## src/rtl/core/ssh_kexinit_stream_parser_macros.svh

```systemverilog
// Assertion helpers used by the parser top level.
`ifndef SSH_KEXINIT_STREAM_PARSER_MACROS_SVH
`define SSH_KEXINIT_STREAM_PARSER_MACROS_SVH

// The consequent must hold in the same cycle as the antecedent.
`define SKP_ASSERT_SAME(label, clk, rstn, ante, cons, msg) \
    label: assert property (@(posedge clk) disable iff (!(rstn)) (ante) |-> (cons)) \
        else $error(msg);

// The consequent must hold in the cycle after the antecedent.
`define SKP_ASSERT_NEXT(label, clk, rstn, ante, cons, msg) \
    label: assert property (@(posedge clk) disable iff (!(rstn)) (ante) |=> (cons)) \
        else $error(msg);

`endif

```

## src/rtl/core/sshkex_pkg.sv

```systemverilog
package sshkex_pkg;

    typedef enum logic [7:0] {
        PH_LINE_START = 8'b0000_0001,
        PH_IN_LINE    = 8'b0000_0010,
        PH_HEADER     = 8'b0000_0100,
        PH_MSG_ID     = 8'b0000_1000,
        PH_COOKIE     = 8'b0001_0000,
        PH_LIST_LEN   = 8'b0010_0000,
        PH_LIST_DATA  = 8'b0100_0000,
        PH_IDLE       = 8'b1000_0000
    } phase_t;

    typedef enum logic [2:0] {
        ST_OK         = 3'd0,
        ST_NO_PACKET  = 3'd1,
        ST_BAD_LENGTH = 3'd2,
        ST_BAD_ID     = 3'd3,
        ST_OVERRUN    = 3'd4,
        ST_TRUNCATED  = 3'd5
    } status_t;

    localparam logic [7:0]  MSG_KEXINIT   = 8'd20;
    localparam logic [7:0]  PACKET_MARK   = 8'h00;
    localparam logic [7:0]  LINE_FEED     = 8'h0A;
    localparam logic [31:0] COOKIE_LEN    = 32'd16;
    localparam logic [3:0]  LIST_LAST     = 4'd9;
    localparam logic [2:0]  LEN_LAST_BYTE = 3'd3;
    localparam logic [2:0]  HDR_BYTES     = 3'd4;
    // Packet length must reach padding + 1 + minimum payload of 17.
    localparam logic [24:0] MIN_PLEN_OFS  = 25'd18;

    typedef struct packed {
        logic [7:0] list_byte;
        logic       byte_valid;
        logic [3:0] list_index;
        logic       list_end;
        logic       parse_done;
        status_t    parse_status;
    } result_t;

    typedef struct packed {
        logic       at_line_start;
        logic [3:0] current_list;
    } core_stat_t;

endpackage

```

## src/rtl/core/sshkex_step.sv

```systemverilog
module sshkex_step (
    input  logic                   aclk,
    input  logic                   aresetn,
    input  logic                   in_take,
    input  logic [7:0]             in_byte,
    input  logic                   in_last,
    output sshkex_pkg::result_t    res,
    output sshkex_pkg::core_stat_t stat
);

    sshkex_pkg::phase_t  phase_reg, phase_next;
    logic [2:0]          cnt_reg, cnt_next;
    logic [23:0]         plen_reg, plen_next;
    logic [23:0]         pay_reg, pay_next;
    logic [31:0]         lrem_reg, lrem_next;
    logic [3:0]          cur_reg, cur_next;
    sshkex_pkg::status_t err_reg, err_next;

    logic [23:0] pay_dec;
    logic [31:0] lrem_dec;
    logic [31:0] lrem_len;
    logic        pay_counts;

    assign pay_counts = (phase_reg != sshkex_pkg::PH_LINE_START) &&
                        (phase_reg != sshkex_pkg::PH_IN_LINE) &&
                        (phase_reg != sshkex_pkg::PH_HEADER);
    assign pay_dec  = (pay_counts && pay_reg != 24'd0) ? pay_reg - 24'd1 : pay_reg;
    assign lrem_dec = (lrem_reg != 32'd0) ? lrem_reg - 32'd1 : lrem_reg;
    assign lrem_len = (cnt_reg == 3'd0) ? {24'd0, in_byte} : {lrem_reg[23:0], in_byte};

    always_comb begin
        phase_next = phase_reg;
        cnt_next   = cnt_reg;
        plen_next  = plen_reg;
        pay_next   = pay_dec;
        lrem_next  = lrem_reg;
        cur_next   = cur_reg;
        err_next   = err_reg;
        res        = '0;
        res.parse_status = sshkex_pkg::ST_OK;

        case (phase_reg)
            sshkex_pkg::PH_LINE_START: begin
                if (in_byte == sshkex_pkg::PACKET_MARK) begin
                    plen_next  = 24'd0;
                    cnt_next   = 3'd1;
                    phase_next = sshkex_pkg::PH_HEADER;
                end else if (in_byte != sshkex_pkg::LINE_FEED) begin
                    phase_next = sshkex_pkg::PH_IN_LINE;
                end
            end
            sshkex_pkg::PH_IN_LINE: begin
                if (in_byte == sshkex_pkg::LINE_FEED) begin
                    phase_next = sshkex_pkg::PH_LINE_START;
                end
            end
            sshkex_pkg::PH_HEADER: begin
                if (cnt_reg < sshkex_pkg::HDR_BYTES) begin
                    plen_next = {plen_reg[15:0], in_byte};
                    cnt_next  = cnt_reg + 3'd1;
                end else if ({1'b0, plen_reg} <
                             ({17'd0, in_byte} + sshkex_pkg::MIN_PLEN_OFS)) begin
                    err_next   = sshkex_pkg::ST_BAD_LENGTH;
                    phase_next = sshkex_pkg::PH_IDLE;
                end else begin
                    pay_next   = plen_reg - {16'd0, in_byte} - 24'd1;
                    phase_next = sshkex_pkg::PH_MSG_ID;
                end
            end
            sshkex_pkg::PH_MSG_ID: begin
                if (in_byte != sshkex_pkg::MSG_KEXINIT) begin
                    err_next   = sshkex_pkg::ST_BAD_ID;
                    phase_next = sshkex_pkg::PH_IDLE;
                end else begin
                    lrem_next  = sshkex_pkg::COOKIE_LEN;
                    phase_next = sshkex_pkg::PH_COOKIE;
                end
            end
            sshkex_pkg::PH_COOKIE: begin
                lrem_next = lrem_dec;
                if (lrem_dec == 32'd0) begin
                    cur_next   = 4'd0;
                    cnt_next   = 3'd0;
                    phase_next = sshkex_pkg::PH_LIST_LEN;
                end
            end
            sshkex_pkg::PH_LIST_LEN: begin
                lrem_next = lrem_len;
                cnt_next  = cnt_reg + 3'd1;
                if (cnt_reg == sshkex_pkg::LEN_LAST_BYTE) begin
                    if (lrem_len > {8'd0, pay_dec}) begin
                        err_next   = sshkex_pkg::ST_OVERRUN;
                        phase_next = sshkex_pkg::PH_IDLE;
                    end else if (lrem_len == 32'd0) begin
                        res.list_end   = 1'b1;
                        res.list_index = cur_reg;
                        if (cur_reg >= sshkex_pkg::LIST_LAST) begin
                            phase_next = sshkex_pkg::PH_IDLE;
                        end else begin
                            cur_next   = cur_reg + 4'd1;
                            cnt_next   = 3'd0;
                            phase_next = sshkex_pkg::PH_LIST_LEN;
                        end
                    end else begin
                        phase_next = sshkex_pkg::PH_LIST_DATA;
                    end
                end
            end
            sshkex_pkg::PH_LIST_DATA: begin
                res.list_byte  = in_byte;
                res.byte_valid = 1'b1;
                res.list_index = cur_reg;
                lrem_next      = lrem_dec;
                if (lrem_dec == 32'd0) begin
                    res.list_end = 1'b1;
                    if (cur_reg >= sshkex_pkg::LIST_LAST) begin
                        phase_next = sshkex_pkg::PH_IDLE;
                    end else begin
                        cur_next   = cur_reg + 4'd1;
                        cnt_next   = 3'd0;
                        phase_next = sshkex_pkg::PH_LIST_LEN;
                    end
                end
            end
            default: begin
            end
        endcase

        // Running out of payload while lists are still open is an overrun.
        if ((phase_next == sshkex_pkg::PH_LIST_LEN || phase_next == sshkex_pkg::PH_LIST_DATA)
            && pay_dec == 24'd0) begin
            err_next   = sshkex_pkg::ST_OVERRUN;
            phase_next = sshkex_pkg::PH_IDLE;
        end

        if (in_last) begin
            res.parse_done = 1'b1;
            if (phase_next == sshkex_pkg::PH_LINE_START ||
                phase_next == sshkex_pkg::PH_IN_LINE) begin
                res.parse_status = sshkex_pkg::ST_NO_PACKET;
            end else if (phase_next == sshkex_pkg::PH_HEADER) begin
                res.parse_status = sshkex_pkg::ST_TRUNCATED;
            end else if (err_next == sshkex_pkg::ST_BAD_LENGTH) begin
                res.parse_status = sshkex_pkg::ST_BAD_LENGTH;
            end else if (pay_next != 24'd0) begin
                res.parse_status = sshkex_pkg::ST_TRUNCATED;
            end else begin
                res.parse_status = err_next;
            end
            phase_next = sshkex_pkg::PH_LINE_START;
            cnt_next   = 3'd0;
            plen_next  = 24'd0;
            pay_next   = 24'd0;
            lrem_next  = 32'd0;
            cur_next   = 4'd0;
            err_next   = sshkex_pkg::ST_OK;
        end
    end

    always_ff @(posedge aclk) begin
        if (!aresetn) begin
            phase_reg <= sshkex_pkg::PH_LINE_START;
            cnt_reg   <= 3'd0;
            plen_reg  <= 24'd0;
            pay_reg   <= 24'd0;
            lrem_reg  <= 32'd0;
            cur_reg   <= 4'd0;
            err_reg   <= sshkex_pkg::ST_OK;
        end else if (in_take) begin
            phase_reg <= phase_next;
            cnt_reg   <= cnt_next;
            plen_reg  <= plen_next;
            pay_reg   <= pay_next;
            lrem_reg  <= lrem_next;
            cur_reg   <= cur_next;
            err_reg   <= err_next;
        end
    end

    assign stat.at_line_start = (phase_reg == sshkex_pkg::PH_LINE_START);
    assign stat.current_list  = cur_reg;

endmodule

```

## src/rtl/core/ssh_kexinit_stream_parser.sv

```systemverilog
// Parses the server side of an SSH connection start, one byte per word.
// The slave channel carries the raw receive buffer: s_tdata holds the byte and
// s_tlast marks the final byte of the buffer. Banner lines are skipped until a
// line starts with a zero byte, then the KEXINIT packet header, message id and
// cookie are checked and the ten name-lists are walked.
// The master channel gives exactly one word for every byte taken. Name-list
// content bytes are flagged by m_tuser, the byte that completes a list raises
// the list end bit, and m_tlast marks the word for the buffer's last byte,
// which also carries the parse status.
// m_tvalid rises in the cycle after acceptance; a byte can be taken every
// cycle unless the receiver stalls, the state set by a single pass of logic.
// While the receiver stalls, the result word is held and s_tready stays low
// until it is taken, unless it is taken in the same cycle.
// Reset returns the parser to the start of a banner line with no error and
// clears m_tvalid; after each last byte the same parser state is restored,
// so the next byte starts a new buffer.
`include "ssh_kexinit_stream_parser_macros.svh"

module ssh_kexinit_stream_parser (
    input  logic        aclk,
    input  logic        aresetn,
    input  logic        s_tvalid,
    output logic        s_tready,
    input  logic [7:0]  s_tdata,   // [7:0] in_byte
    input  logic        s_tlast,
    output logic        m_tvalid,
    input  logic        m_tready,
    output logic [15:0] m_tdata,   // [7:0] list_byte, [11:8] list_index,
                                   // [12] list_end, [15:13] parse_status
    output logic        m_tuser,   // [0] byte_valid
    output logic        m_tlast
);

    sshkex_pkg::result_t    step_res;
    sshkex_pkg::result_t    res_reg;
    sshkex_pkg::core_stat_t core_stat;
    logic                   m_tvalid_reg;
    logic                   s_acc;

    assign s_tready = !m_tvalid_reg || m_tready;
    assign s_acc    = s_tvalid && s_tready;

    sshkex_step u_step (
        .aclk    (aclk),
        .aresetn (aresetn),
        .in_take (s_acc),
        .in_byte (s_tdata),
        .in_last (s_tlast),
        .res     (step_res),
        .stat    (core_stat)
    );

    always_ff @(posedge aclk) begin
        if (!aresetn) begin
            m_tvalid_reg <= 1'b0;
        end else if (s_acc) begin
            m_tvalid_reg <= 1'b1;
        end else if (m_tready) begin
            m_tvalid_reg <= 1'b0;
        end
    end

    always_ff @(posedge aclk) begin
        if (s_acc) begin
            res_reg <= step_res;
        end
    end

    assign m_tvalid = m_tvalid_reg;
    assign m_tdata  = {res_reg.parse_status, res_reg.list_end, res_reg.list_index,
                       res_reg.list_byte};
    assign m_tuser  = res_reg.byte_valid;
    assign m_tlast  = res_reg.parse_done;

    `SKP_ASSERT_NEXT(a_clear_after_last, aclk, aresetn, s_acc && s_tlast, core_stat.at_line_start && (core_stat.current_list == 4'd0), "parser state not cleared after the last byte")
    `SKP_ASSERT_SAME(a_list_range, aclk, aresetn, 1'b1, core_stat.current_list <= sshkex_pkg::LIST_LAST, "list counter beyond the last name-list")
    `SKP_ASSERT_SAME(a_status_on_last, aclk, aresetn, m_tvalid && !m_tlast, m_tdata[15:13] == sshkex_pkg::ST_OK, "status reported on a word that is not the last")

endmodule

```

## config.mk

```make
export PLATFORM = sky130hd
export DESIGN_NAME = ssh_kexinit_stream_parser
export DESIGN_NICKNAME = d
export VERILOG_FILES = /design/src/rtl/core/sshkex_pkg.sv /design/src/rtl/core/sshkex_step.sv /design/src/rtl/core/ssh_kexinit_stream_parser.sv
export VERILOG_INCLUDE_DIRS = /design/src /design/src/rtl/core
export SDC_FILE = /design/constraint.sdc
export NUM_CORES = 1
export LEC_CHECK = 0
export ABC_AREA = 1
export ABC_CLOCK_PERIOD_IN_PS = 3600
export CAP_MARGIN = 40
export CORE_MARGIN = 1
export CORE_UTILIZATION = 57
export DETAILED_ROUTE_END_ITERATION = 16
export DONT_BUFFER_PORTS = 1
export HOLD_SLACK_MARGIN = 0.08
export PLACE_DENSITY = 0.75
export SETUP_SLACK_MARGIN = 0.5
export SYNTH_ARGS = -nofsm -noshare
export SYNTH_HDL_FRONTEND = slang
export SYNTH_HIERARCHICAL = 1
export SYNTH_SLANG_ARGS = --single-unit
```

## constraint.sdc

```tcl
create_clock -name aclk -period 3.6 [get_ports aclk]
set_input_delay 0.9 -clock aclk [delete_from_list [all_inputs] [get_ports aclk]]
set_output_delay 0.9 -clock aclk [all_outputs]
set_load 0.02 [all_outputs]
```

==> results of run 1 <==
## layout make-up
| type | count | area share [%] |
|---|---|---|
| Multi-Input combinational cell | 1174 | 52.2 |
| Tap cell | 216 | 2.13 |
| Inverter | 182 | 5.45 |
| Timing Repair Buffer | 250 | 15.5 |
| Sequential cell | 117 | 20.0 |
| Clock inverter | 14 | 1.12 |
| Clock buffer | 18 | 3.55 |
## cell families (layout without fill, tap and decap cells)
group,count (synthesis),in the layout
xor+xnor,51,51
fa+ha+maj,49,49
compound gates,238,238
simple gates,835,835
mux,1,1
flops,117,117
buf+inv,231,464
## how the worst max path moves through the flow
stage	slack, ps	startpoint	cells after the start	end
2_1_floorplan	-180	u_step/phase_reg[5]	35	m_tdata[13]
3_3_place_gp	-510	s_tdata[1]	24	m_tdata[15]
3_5_place_dp	-560	s_tdata[1]	24	m_tdata[15]
4_1_cts	-370	u_step/phase_reg[5]	35	m_tdata[15]
5_1_grt	-790	u_step/pay_reg[16]	32	m_tdata[13]
6_report	-520	u_step/pay_reg[16]	34	m_tdata[15]
## metal layers
metal | global-route usage, % | vias up | wire length, um
met3 | 9.03 | 206 | 2870
met2 | 68.9 | 650 | 17100
li1 | - | 5470 | -
met4 | 24.5 | 0 | 2280
met1 | 44.4 | 5346 | 13800
met5 | 0 | - | 0
## per-stage QoR
| step | util (%) | cell area, sq um | hold WS [ps] |
|---|---|---|---|
| global placement | 70.2 | 11300 | 454 |
| floorplan | - | 9650 | 440 |
| CTS | 75.5 | 12200 | 467 |
| global route | 78.7 | 12700 | 497 |
| detailed placement | 70.2 | 11300 | 459 |
| finish | 78.7 | 12700 | 467 |
## critical path, delay by kind of cell (launching register included)
kind	cells	cell delay (ps)
compound gates	1	60
xor+xnor	1	210
buf+inv	6	610
simple gates	25	2310
fa+ha+maj	1	280
flops	1	370
## synthesized netlist by cell type (3+ instances only)
cell / instances / area, sq um
o22ai_1: 21 / 131
nand4_1: 55 / 344
clkbuf_1: 39 / 146
nand3_1: 102 / 510
a21oi_2: 3 / 26.3
or2_2: 5 / 31.3
nand2_2: 8 / 50.1
nand3_2: 4 / 40.0
a21oi_1: 116 / 581
inv_1: 161 / 604
clkinv_1: 5 / 18.8
o2111ai_1: 3 / 26.3
edfxtp_1: 18 / 541
nor3_1: 17 / 85.1
o21bai_1: 5 / 37.5
nand2_4: 3 / 33.8
nor2_1: 211 / 792
o21ai_0: 53 / 265
a31oi_1: 6 / 37.5
buf_2: 6 / 30.0
a211oi_1: 12 / 90.1
xnor2_1: 8 / 70.1
ha_1: 48 / 601
nor4_1: 12 / 75.1
nand2_1: 390 / 1460
a2bb2oi_1: 3 / 26.3
o211ai_1: 3 / 22.5
dfxtp_1: 99 / 1980
nor2_4: 4 / 45.0
nor2_2: 12 / 75.1
inv_2: 15 / 56.3
xor2_1: 42 / 368
o21ai_1: 4 / 20.0
## cell usage in the layout, fill, tap and decap left out, drive strengths merged, types with 2 or more instances in the layout
cell type / count
o21ai: 59
o21bai: 5
dfxtp: 99
nor3: 19
xor2: 43
o2111ai: 3
nor3b: 2
a211oi: 12
buf: 249
clkbuf: 19
o22ai: 21
a2bb2oi: 3
clkinv: 10
a21boi: 2
or2: 5
nand3: 107
ha: 48
a21oi: 119
edfxtp: 18
nor4: 13
o211ai: 3
a31oi: 6
nand4: 56
nand2: 401
inv: 185
xnor2: 8
nor2: 229
## repair_timing
action | CTS | global route
pin swaps | 31 | 40
hold buffers | 0 | 0
gates resized for setup | 38 | 107
gates cloned | 0 | 1
buffers inserted | 20 | 15
endpoints found under the setup margin | 22 | 52
==> impl_metrics.tcl, run 1 <==
set metrics [dict create \
    status "finished, violations left" \
    violations "negative setup slack" \
    muxShareOfSynthArea_pct 0.105 \
    cp.arrival_ps 4300 \
    htreeDepth 4 \
    fill_cells 1212 \
    netlist_instances 1522 \
    crit_path_frequent_cell "nand2_1" \
    multiInputGateArea_sq_mm 0.00662 \
    port_buffers 0 \
    netlist_area_sq_mm 0.00954 \
    worst_slack_ps -522 \
    reg2reg_from "u_step/pay_reg[16]" \
    reg2reg_depth 34 \
    clockBufferDepth 2 \
    synth_cell_types 58 \
    slew_viol_final 0 \
    cts_sinks 117 \
    r2r_end "m_tdata[15]" \
    numCtsBuffers 17 \
    worst_slew_pin_slew_ps 913 \
    fmax_mhz 243 \
    fin_crit_sh_pct 114 \
    layoutNonFillerInstCount 1971 \
    dr_total_vias 11700 \
    period_needed_ps 4120 \
    critPathKind "flop to flop" \
    critPathSlowestCell "dfxtp_1" \
    ff2ff_setup_slack_ps -520 \
    antenna_found_initial 0 \
    wl_um 36000 \
    finalHoldViolCount 0 \
    min_to "u_step/cnt_reg[2]" \
    antennaDiodeCount 0 \
    required_ps 3780 \
    route.antenna.remaining_nets 0 \
    dp_cells 1903 \
    finClkSkew_ps 9.88 \
    synthFlopType "dfxtp_1" \
    clock_latency_ps 430 \
    synthXorXnorAreaFrac_pct 4.76 \
    yosys.area_share.simple_pct 38.7 \
    vias_per_cell 5.92 \
    start_kind "flop" \
    hold_path_class "flop to flop" \
    first_global_vias 10900 \
    setup_violations 21 \
    cts.clk_slew.worst_paths_ps 60 \
    yosysWarnings 6 \
    largest_reg_flops 32 \
    root_buffer "clkbuf_16" \
    drtPass1Iterations 5 \
    rsz0062_at_grt "true" \
    routabilityCongestion 1.00 \
    critPathMaxFanout 6 \
    slew_headroom_pct 39.2 \
    grt_pass1_wl_um 54600 \
    fp.dieW_um 131 \
    max_stage_delay_ps 370 \
    io_pins 33 \
    ys_async_sr_fraction_pct 0 \
    drive_above_1_share_pct 26.4 \
    drc 0 \
    setup.worst_path.end_class "flop" \
    fp.coreArea_sq_mm 0.0161 \
    start_util_pct 59.2 \
    pre_cts_ws_ps -557 \
    fp.dieH_um 131 \
    yosysSeqAreaShare_pct 26.4 \
    wl_per_cell_um 18.2 \
    regArea_sq_mm 0.00254 \
    grt_max_degree 52 \
    grt_overflow 0 \
    grtUsageTotal_pct 39.8 \
    die_area_sq_mm 0.0173 \
    synth_top_family_by_area "simple AND/OR/NAND/NOR gates" \
    hold_depth 2 \
    synth_edf_count 18 \
    area_growth_pct 32.9 \
    num_rows 46 \
    synth_compound_area_share_pct 14.0 \
    synth_fa_ha_area_share_pct 6.50 \
    cts_tree "done" \
    avgSynthCellArea_sq_um 6.27 \
    dp_hpwl_um 25300 \
    fin_nets 1804 \
    dr.first_iter.drc_count 1183 \
    maxCapViolCount 0 \
    hp-start "u_step/cnt_reg[2]" \
    final.setup.tns_ps -8510 \
    synth_nets 1584 \
    ys_ff_latch 117 \
]
Power of run 1 is left out: the tool's default activity adds up to more than one toggle a clock period on the data nets, which glitch-free logic cannot reach.
==> run 2, diff against run 1 <==
--- a/config.mk
+++ b/config.mk
@@ -10,11 +10,10 @@
 export ABC_CLOCK_PERIOD_IN_PS = 3600
 export CAP_MARGIN = 40
 export CORE_MARGIN = 1
-export CORE_UTILIZATION = 57
+export CORE_UTILIZATION = 27
 export DETAILED_ROUTE_END_ITERATION = 16
 export DONT_BUFFER_PORTS = 1
 export HOLD_SLACK_MARGIN = 0.08
-export PLACE_DENSITY = 0.75
 export SETUP_SLACK_MARGIN = 0.5
 export SYNTH_ARGS = -nofsm -noshare
 export SYNTH_HDL_FRONTEND = slang
==> constraint.sdc (replaced) <==
create_clock -name aclk -period 3.6 [get_ports aclk]
set_input_delay 0.9 -clock aclk [delete_from_list [all_inputs] [get_ports aclk]]
set_output_delay 0.9 -clock aclk [all_outputs]
set_load 0.005 [all_outputs]
==> run 2 against run 1 <==
  * The flow still finishes with violations (negative setup slack)
  * Final area is 3.4% higher
  * Wire length down 3.6%
  * Clock-buffer cell count is 2 higher
  * First-iteration DRC count shrank 33%
  * Core utilization fell by 41 points
  * Critical path depth shrank 1
  * Worst setup slack gained 130 ps
  * Flip-flop and latch count is the same
  * Non-clock buffer count grew 12
  * Die area up 110%
  * Critical endpoint is now m_tdata[13]
  * Largest cell class unchanged
==> impl_metrics.tcl, run 2 (synthesis results as in run 1) <==
set metrics [dict create \
    vdd_drop_max_mv 0.751 \
    reg2reg_depth 33 \
    grt_overflow 0 \
    fin_crit_sh_pct 111 \
    vias_per_cell 4.97 \
    worst_slack_ps -391 \
    grt_max_degree 40 \
    dp_hpwl_um 26200 \
    ff2ff_setup_slack_ps -390 \
    period_needed_ps 3990 \
    required_ps 3760 \
    setup.worst_path.end_class "flop" \
    setup_violations 21 \
    status "finished, violations left" \
    cp_top_family "simple AND/OR/NAND/NOR gates" \
    root_buffer "clkbuf_16" \
    start_util_pct 27.6 \
    fp.dieH_um 190 \
    die_area_sq_mm 0.0361 \
    clock_power_share_pct 10.9 \
    fmax_mhz 251 \
    whs_ps 467 \
    crit_buf_inv 5 \
    grtUsageTotal_pct 19.0 \
    critPathKind "flop to flop" \
    seqPwrFrac_pct 9.6 \
    switching_share_pct 45.8 \
    r2r_end "m_tdata[13]" \
    port_buffers 0 \
    slew_viol_final 0 \
    critPathSlowestCell "dfxtp_2" \
    drtPass1Iterations 5 \
    num_rows 68 \
    fp.dieW_um 190 \
    power_density_mw_per_mm2 1220 \
    crit_path_start "u_step/phase_reg[4]" \
    route.antenna.remaining_nets 0 \
    final.setup.tns_ps -5500 \
    area_growth_pct 37.4 \
    slew_headroom_pct 47.7 \
    wl_um 34700 \
    cp.arrival_ps 4160 \
    crit_path_frequent_cell "nand2_1" \
    finalHoldViolCount 0 \
    layout_commonest_cell "nand2_1" \
    max_stage_delay_ps 330 \
    numCtsBuffers 17 \
    crit_cells 33 \
    io_pins 33 \
    htreeDepth 4 \
    antenna_found_initial 0 \
    final_cell_mix "nand2_1, buf_4, nor2_1, inv_1, a21oi_1" \
    cts.clk_slew.worst_paths_ps 50 \
    rsz0062_at_grt "true" \
    first_global_vias 10400 \
    clockBufferDepth 2 \
    power.leakage_nw 6.01 \
    cts_tree "done" \
    dr_total_vias 11000 \
    finClkSkew_ps 12.2 \
    dr.first_iter.drc_count 797 \
    drive_above_1_share_pct 26.8 \
    clock_latency_ps 430 \
    combPwrFrac_pct 79.4 \
    routabilityCongestion 0.994 \
    start_kind "flop" \
    fp.coreArea_sq_mm 0.0346 \
    violations "negative setup slack" \
    cts_sinks 117 \
    critPathMaxFanout 6 \
    largest_reg_flops 32 \
    worst_slew_pin_slew_ps 778 \
    crit_end "m_tdata[13]" \
    fin_nets 1816 \
    wl_per_cell_um 15.6 \
    reg2reg_from "u_step/phase_reg[4]" \
    switching_power_mw 7.33 \
    grt_pass1_wl_um 54200 \
    drc 0 \
    hold_path_class "flop to flop" \
    p_int_mw 8.66 \
    maxCapViolCount 0 \
    antennaDiodeCount 0 \
]
==> run 2: cell type report <==
type,instances,area [sq um]
clock buffer,20,467
clock inverter,12,140
fill,3559,21500
inverter,182,697
multi-input combinational,1174,6640
sequential,117,2530
tap,455,569
timing repair buffer,262,2070
==> run 2: how the worst min path moves through the flow <==
stage                              from                   to  slack [ps]  depth (start not counted)
floorplan             u_step/cur_reg[3]    u_step/cur_reg[3]         440                          2
global placement      u_step/cnt_reg[2]    u_step/cnt_reg[2]         450                          2
detailed placement    u_step/err_reg[2]    u_step/err_reg[2]         460                          2
CTS                   u_step/err_reg[2]    u_step/err_reg[2]         470                          2
global route        u_step/phase_reg[1]  u_step/phase_reg[1]         490                          2
finish                u_step/err_reg[2]    u_step/err_reg[2]         470                          2
==> run 2: stage by stage <==
step                      setup slack, ps  instances  power, mW  area, sq um  util (%)
after floorplan                      -180       1522       7.60         9650         -
after global placement               -625       2158       12.1        11700      33.9
after detailed placement             -680       2158       12.2        11700      33.9
after CTS                            -249       2198       14.7        12500      36.2
after global routing                 -661       2222       17.3        13100      37.9
final                                -391       2222       16.0        13100      37.9
==> run 2: power by group through the flow <==
| stage | sequential [mW] | combinational [mW] | clock, mW |
|---|---|---|---|
| after floorplan | 1.58 | 6.02 | 0 |
| after global placement | 1.56 | 10.5 | 0 |
| after detailed placement | 1.56 | 10.6 | 0 |
| after CTS | 1.54 | 11.3 | 1.79 |
| after global routing | 1.55 | 13.9 | 1.84 |
| final | 1.54 | 12.7 | 1.75 |
==> run 2: routing by layer <==
| layer | vias up | track usage (%) | wire length [um] |
|---|---|---|---|
| met5 | - | 0 | 0 |
| met4 | 0 | 8.78 | 1390 |
| met3 | 80 | 2.42 | 1340 |
| met2 | 289 | 32.6 | 17000 |
| met1 | 5188 | 23.4 | 15000 |
| li1 | 5488 | - | - |
==> run 2: worst reg2reg max path, delay by kind of cell, from the launching register on <==
kind                       cells  cell delay (ps)
adders and majority gates      1              300
AOI/OAI and AO/OA              2              220
DFF                            1              330
buffers and inverters          5              470
xor gates and xnor gates       1              200
and+or+nand+nor               24             2220
==> run 2: what timing repair did <==
action,in CTS,in global routing
endpoints found under the setup margin,23,77
hold buffers,0,0
gates cloned,0,1
setup buffers,8,23
pin swaps,11,23
gates resized for setup,40,99
(Power assumes the default switching activity.)
==> run 3, diff against run 2 <==
--- a/config.mk
+++ b/config.mk
@@ -6,7 +6,6 @@
 export SDC_FILE = /design/constraint.sdc
 export NUM_CORES = 1
 export LEC_CHECK = 0
-export ABC_AREA = 1
 export ABC_CLOCK_PERIOD_IN_PS = 3600
 export CAP_MARGIN = 40
 export CORE_MARGIN = 1
==> run 3 against run 2 <==
  * The flow still finishes with violations (negative setup slack)
  * Final area is 13% higher
  * Fmax is 14% lower
  * Power down 77%
  * Global-route usage is 1.5 points higher
  * Via count shrank 2.7%
  * Register-to-register slack lost 670 ps
  * Worst hold slack improved by 25 ps
  * Critical endpoint is now u_step/phase_reg[5]
  * Highest routed layer unchanged
==> impl_metrics.tcl, run 3 <==
set metrics [dict create \
    yosysMostFrequentCell "nand2_1" \
    yosysSeqAreaShare_pct 26.6 \
    htreeDepth 4 \
    period_needed_ps 4660 \
    layoutNonFillerInstCount 2001 \
    grt_max_degree 104 \
    synth_cell_types 100 \
    power.leakage_nw 6.17 \
    clock_latency_ps 430 \
    postCtsHoldBufs 0 \
    routabilityCongestion 0.943 \
    synth_top_cells_by_count "nand2_1, dfxtp_1, nor2_1, nor2b_1, clkbuf_1" \
    area_growth_pct 56.7 \
    critPathMaxFanout 6 \
    slew_viol_final 0 \
    drive_above_1_share_pct 43.7 \
    hold_path_class "flop to flop" \
    grt_overflow 0 \
    pre_cts_ws_ps -1070 \
    antenna_found_initial 0 \
    post-route-util_pct 43.0 \
    maxCapViolCount 0 \
    violations "negative setup slack" \
    port_buffers 0 \
    first_global_vias 10400 \
    critPathSlowestCell "dfxtp_2" \
    dr.first_iter.drc_count 916 \
    num_rows 68 \
    root_buffer "clkbuf_16" \
    setup.worst_path.end_class "flop" \
    synthFlopType "dfxtp_1" \
    numCtsBuffers 17 \
    fp.dieH_um 189 \
    synth.top_cell.area_share_pct 20.9 \
    grtUsageTotal_pct 20.4 \
    cts.clk_slew.worst_paths_ps 60 \
    fmax_mhz 215 \
    netlist_area_sq_mm 0.00947 \
    dr_total_vias 10800 \
    start_kind "flop" \
    required_ps 3960 \
    synth_edf_count 18 \
    dp_hpwl_um 26200 \
    ys_ff_latch 117 \
    status "finished, violations left" \
    largest_reg_flops 32 \
    ys_top_cells_by_area "dfxtp_1, ha_1, edfxtp_1, nor2b_1, nand2_1" \
    final_cell_mix "buf_4, nand2_1, dfxtp_1, nor2b_1, nor2_1" \
    yosys.area.top_type "dfxtp_1" \
    grt_pass1_wl_um 57500 \
    avgSynthCellArea_sq_um 8.02 \
    start_util_pct 27.4 \
    wl_per_cell_um 19.0 \
    max_stage_delay_ps 330 \
    synth_nets 1243 \
    clockBufferDepth 2 \
    finClkSkew_ps 10.4 \
    power_density_mw_per_mm2 248 \
    drc 0 \
    crit_path_frequent_cell "buf_6" \
    netlist_instances 1181 \
    drtPass1Iterations 5 \
    route.antenna.remaining_nets 0 \
    finalHoldViolCount 0 \
    vdd_drop_max_mv 0.245 \
    cts_sinks 117 \
    fp.dieW_um 189 \
    die_area_sq_mm 0.0358 \
    worst_slack_ps -1060 \
    fp.coreArea_sq_mm 0.0345 \
    cp.arrival_ps 5020 \
    ys_async_sr_fraction_pct 0 \
    rsz0062_at_grt "true" \
    worst_slew_pin_slew_ps 840 \
    cts_tree "done" \
    io_pins 33 \
    dp_cells 1897 \
    yosysWarnings 6 \
    antennaDiodeCount 0 \
    slew_headroom_pct 44.0 \
    fin_nets 1595 \
    whs_ps 492 \
    setup_violations 22 \
    layout_commonest_cell "buf_4" \
    wl_um 38000 \
    vias_per_cell 5.37 \
    total_power_mw 3.68 \
    critPathKind "flop to flop" \
    fin_crit_sh_pct 129 \
]
==> run 3: kinds of logic (layout without fill, tap and decap cells) <==
| kind of cell | count (synthesis) | after routing | share of synthesized area [%] |
|---|---|---|---|
| flip-flops | 117 | 117 | 26.6 |
| XOR/XNOR | 67 | 67 | 6.50 |
| adder cells (fa/ha/maj) | 49 | 49 | 6.55 |
| AND/OR/NAND/NOR | 525 | 525 | 31.2 |
| AO/OA/AOI/OAI | 294 | 294 | 22.0 |
| buffers and inverters | 109 | 474 | 4.90 |
| multiplexers | 20 | 20 | 2.22 |
==> run 3: final timing paths <==
path                          start                  end  slack (ps)  depth (start not counted)
setup reg to reg  u_step/pay_reg[0]  u_step/phase_reg[5]       -1060                         25
hold reg to reg   u_step/cnt_reg[1]    u_step/cnt_reg[1]         490                          2
setup / recovery  u_step/pay_reg[0]  u_step/phase_reg[5]       -1060                         25
hold / removal    u_step/cnt_reg[1]    u_step/cnt_reg[1]         490                          2
==> run 3: through the flow <==
| step | area (sq um) | setup TNS (ps) |
|---|---|---|
| 2_1_floorplan | 9690 | -6140 |
| 3_3_place_gp | 12400 | -15970 |
| 3_5_place_dp | 12400 | -17200 |
| 4_1_cts | 14000 | -12260 |
| 5_1_grt | 14800 | -21630 |
| 6_report | 14800 | -18190 |
==> run 3: final cells by class <==
class | instances | area [sq um]
fill | 3341 | 19700
tap | 455 | 569
sequential | 117 | 2540
clock buffer | 18 | 429
multi-input combinational | 955 | 7600
inverter | 32 | 150
timing repair buffer | 410 | 3380
clock inverter | 14 | 175
==> run 3: timing repair <==
action	in CTS	in global routing
setup buffers	40	27
pin swaps	54	58
cloned	0	5
resized for setup	140	119
endpoints found under the setup margin	39	69
==> run 3: power breakdown <==
| group | switching, mW | internal (mW) | leakage, nW |
|---|---|---|---|
| Sequential | 0.0131 | 1.34 | 0.983 |
| Combinational | 0.258 | 0.257 | 4.90 |
| Clock | 0.715 | 1.10 | 0.289 |
| Total | 0.986 | 2.69 | 6.17 |
==> run 3: critical path: cells and delay by family (launching register included) <==
kind,cells,cell delay [ps]
compound gates,10,1980
xor+xnor,1,190
fa+ha+maj,2,400
buf+inv,6,800
flops,1,330
simple gates,6,900
==> run 3: per-layer routing <==
| metal | global-route usage (%) | up-vias | part of all wire, % |
|---|---|---|---|
| met4 | 7.26 | 0 | 3.0 |
| met3 | 3.93 | 84 | 6.3 |
| met1 | 25.7 | 5231 | 42 |
| li1 | - | 5011 | - |
| met5 | 0 | - | 0 |
| met2 | 34.6 | 425 | 48 |
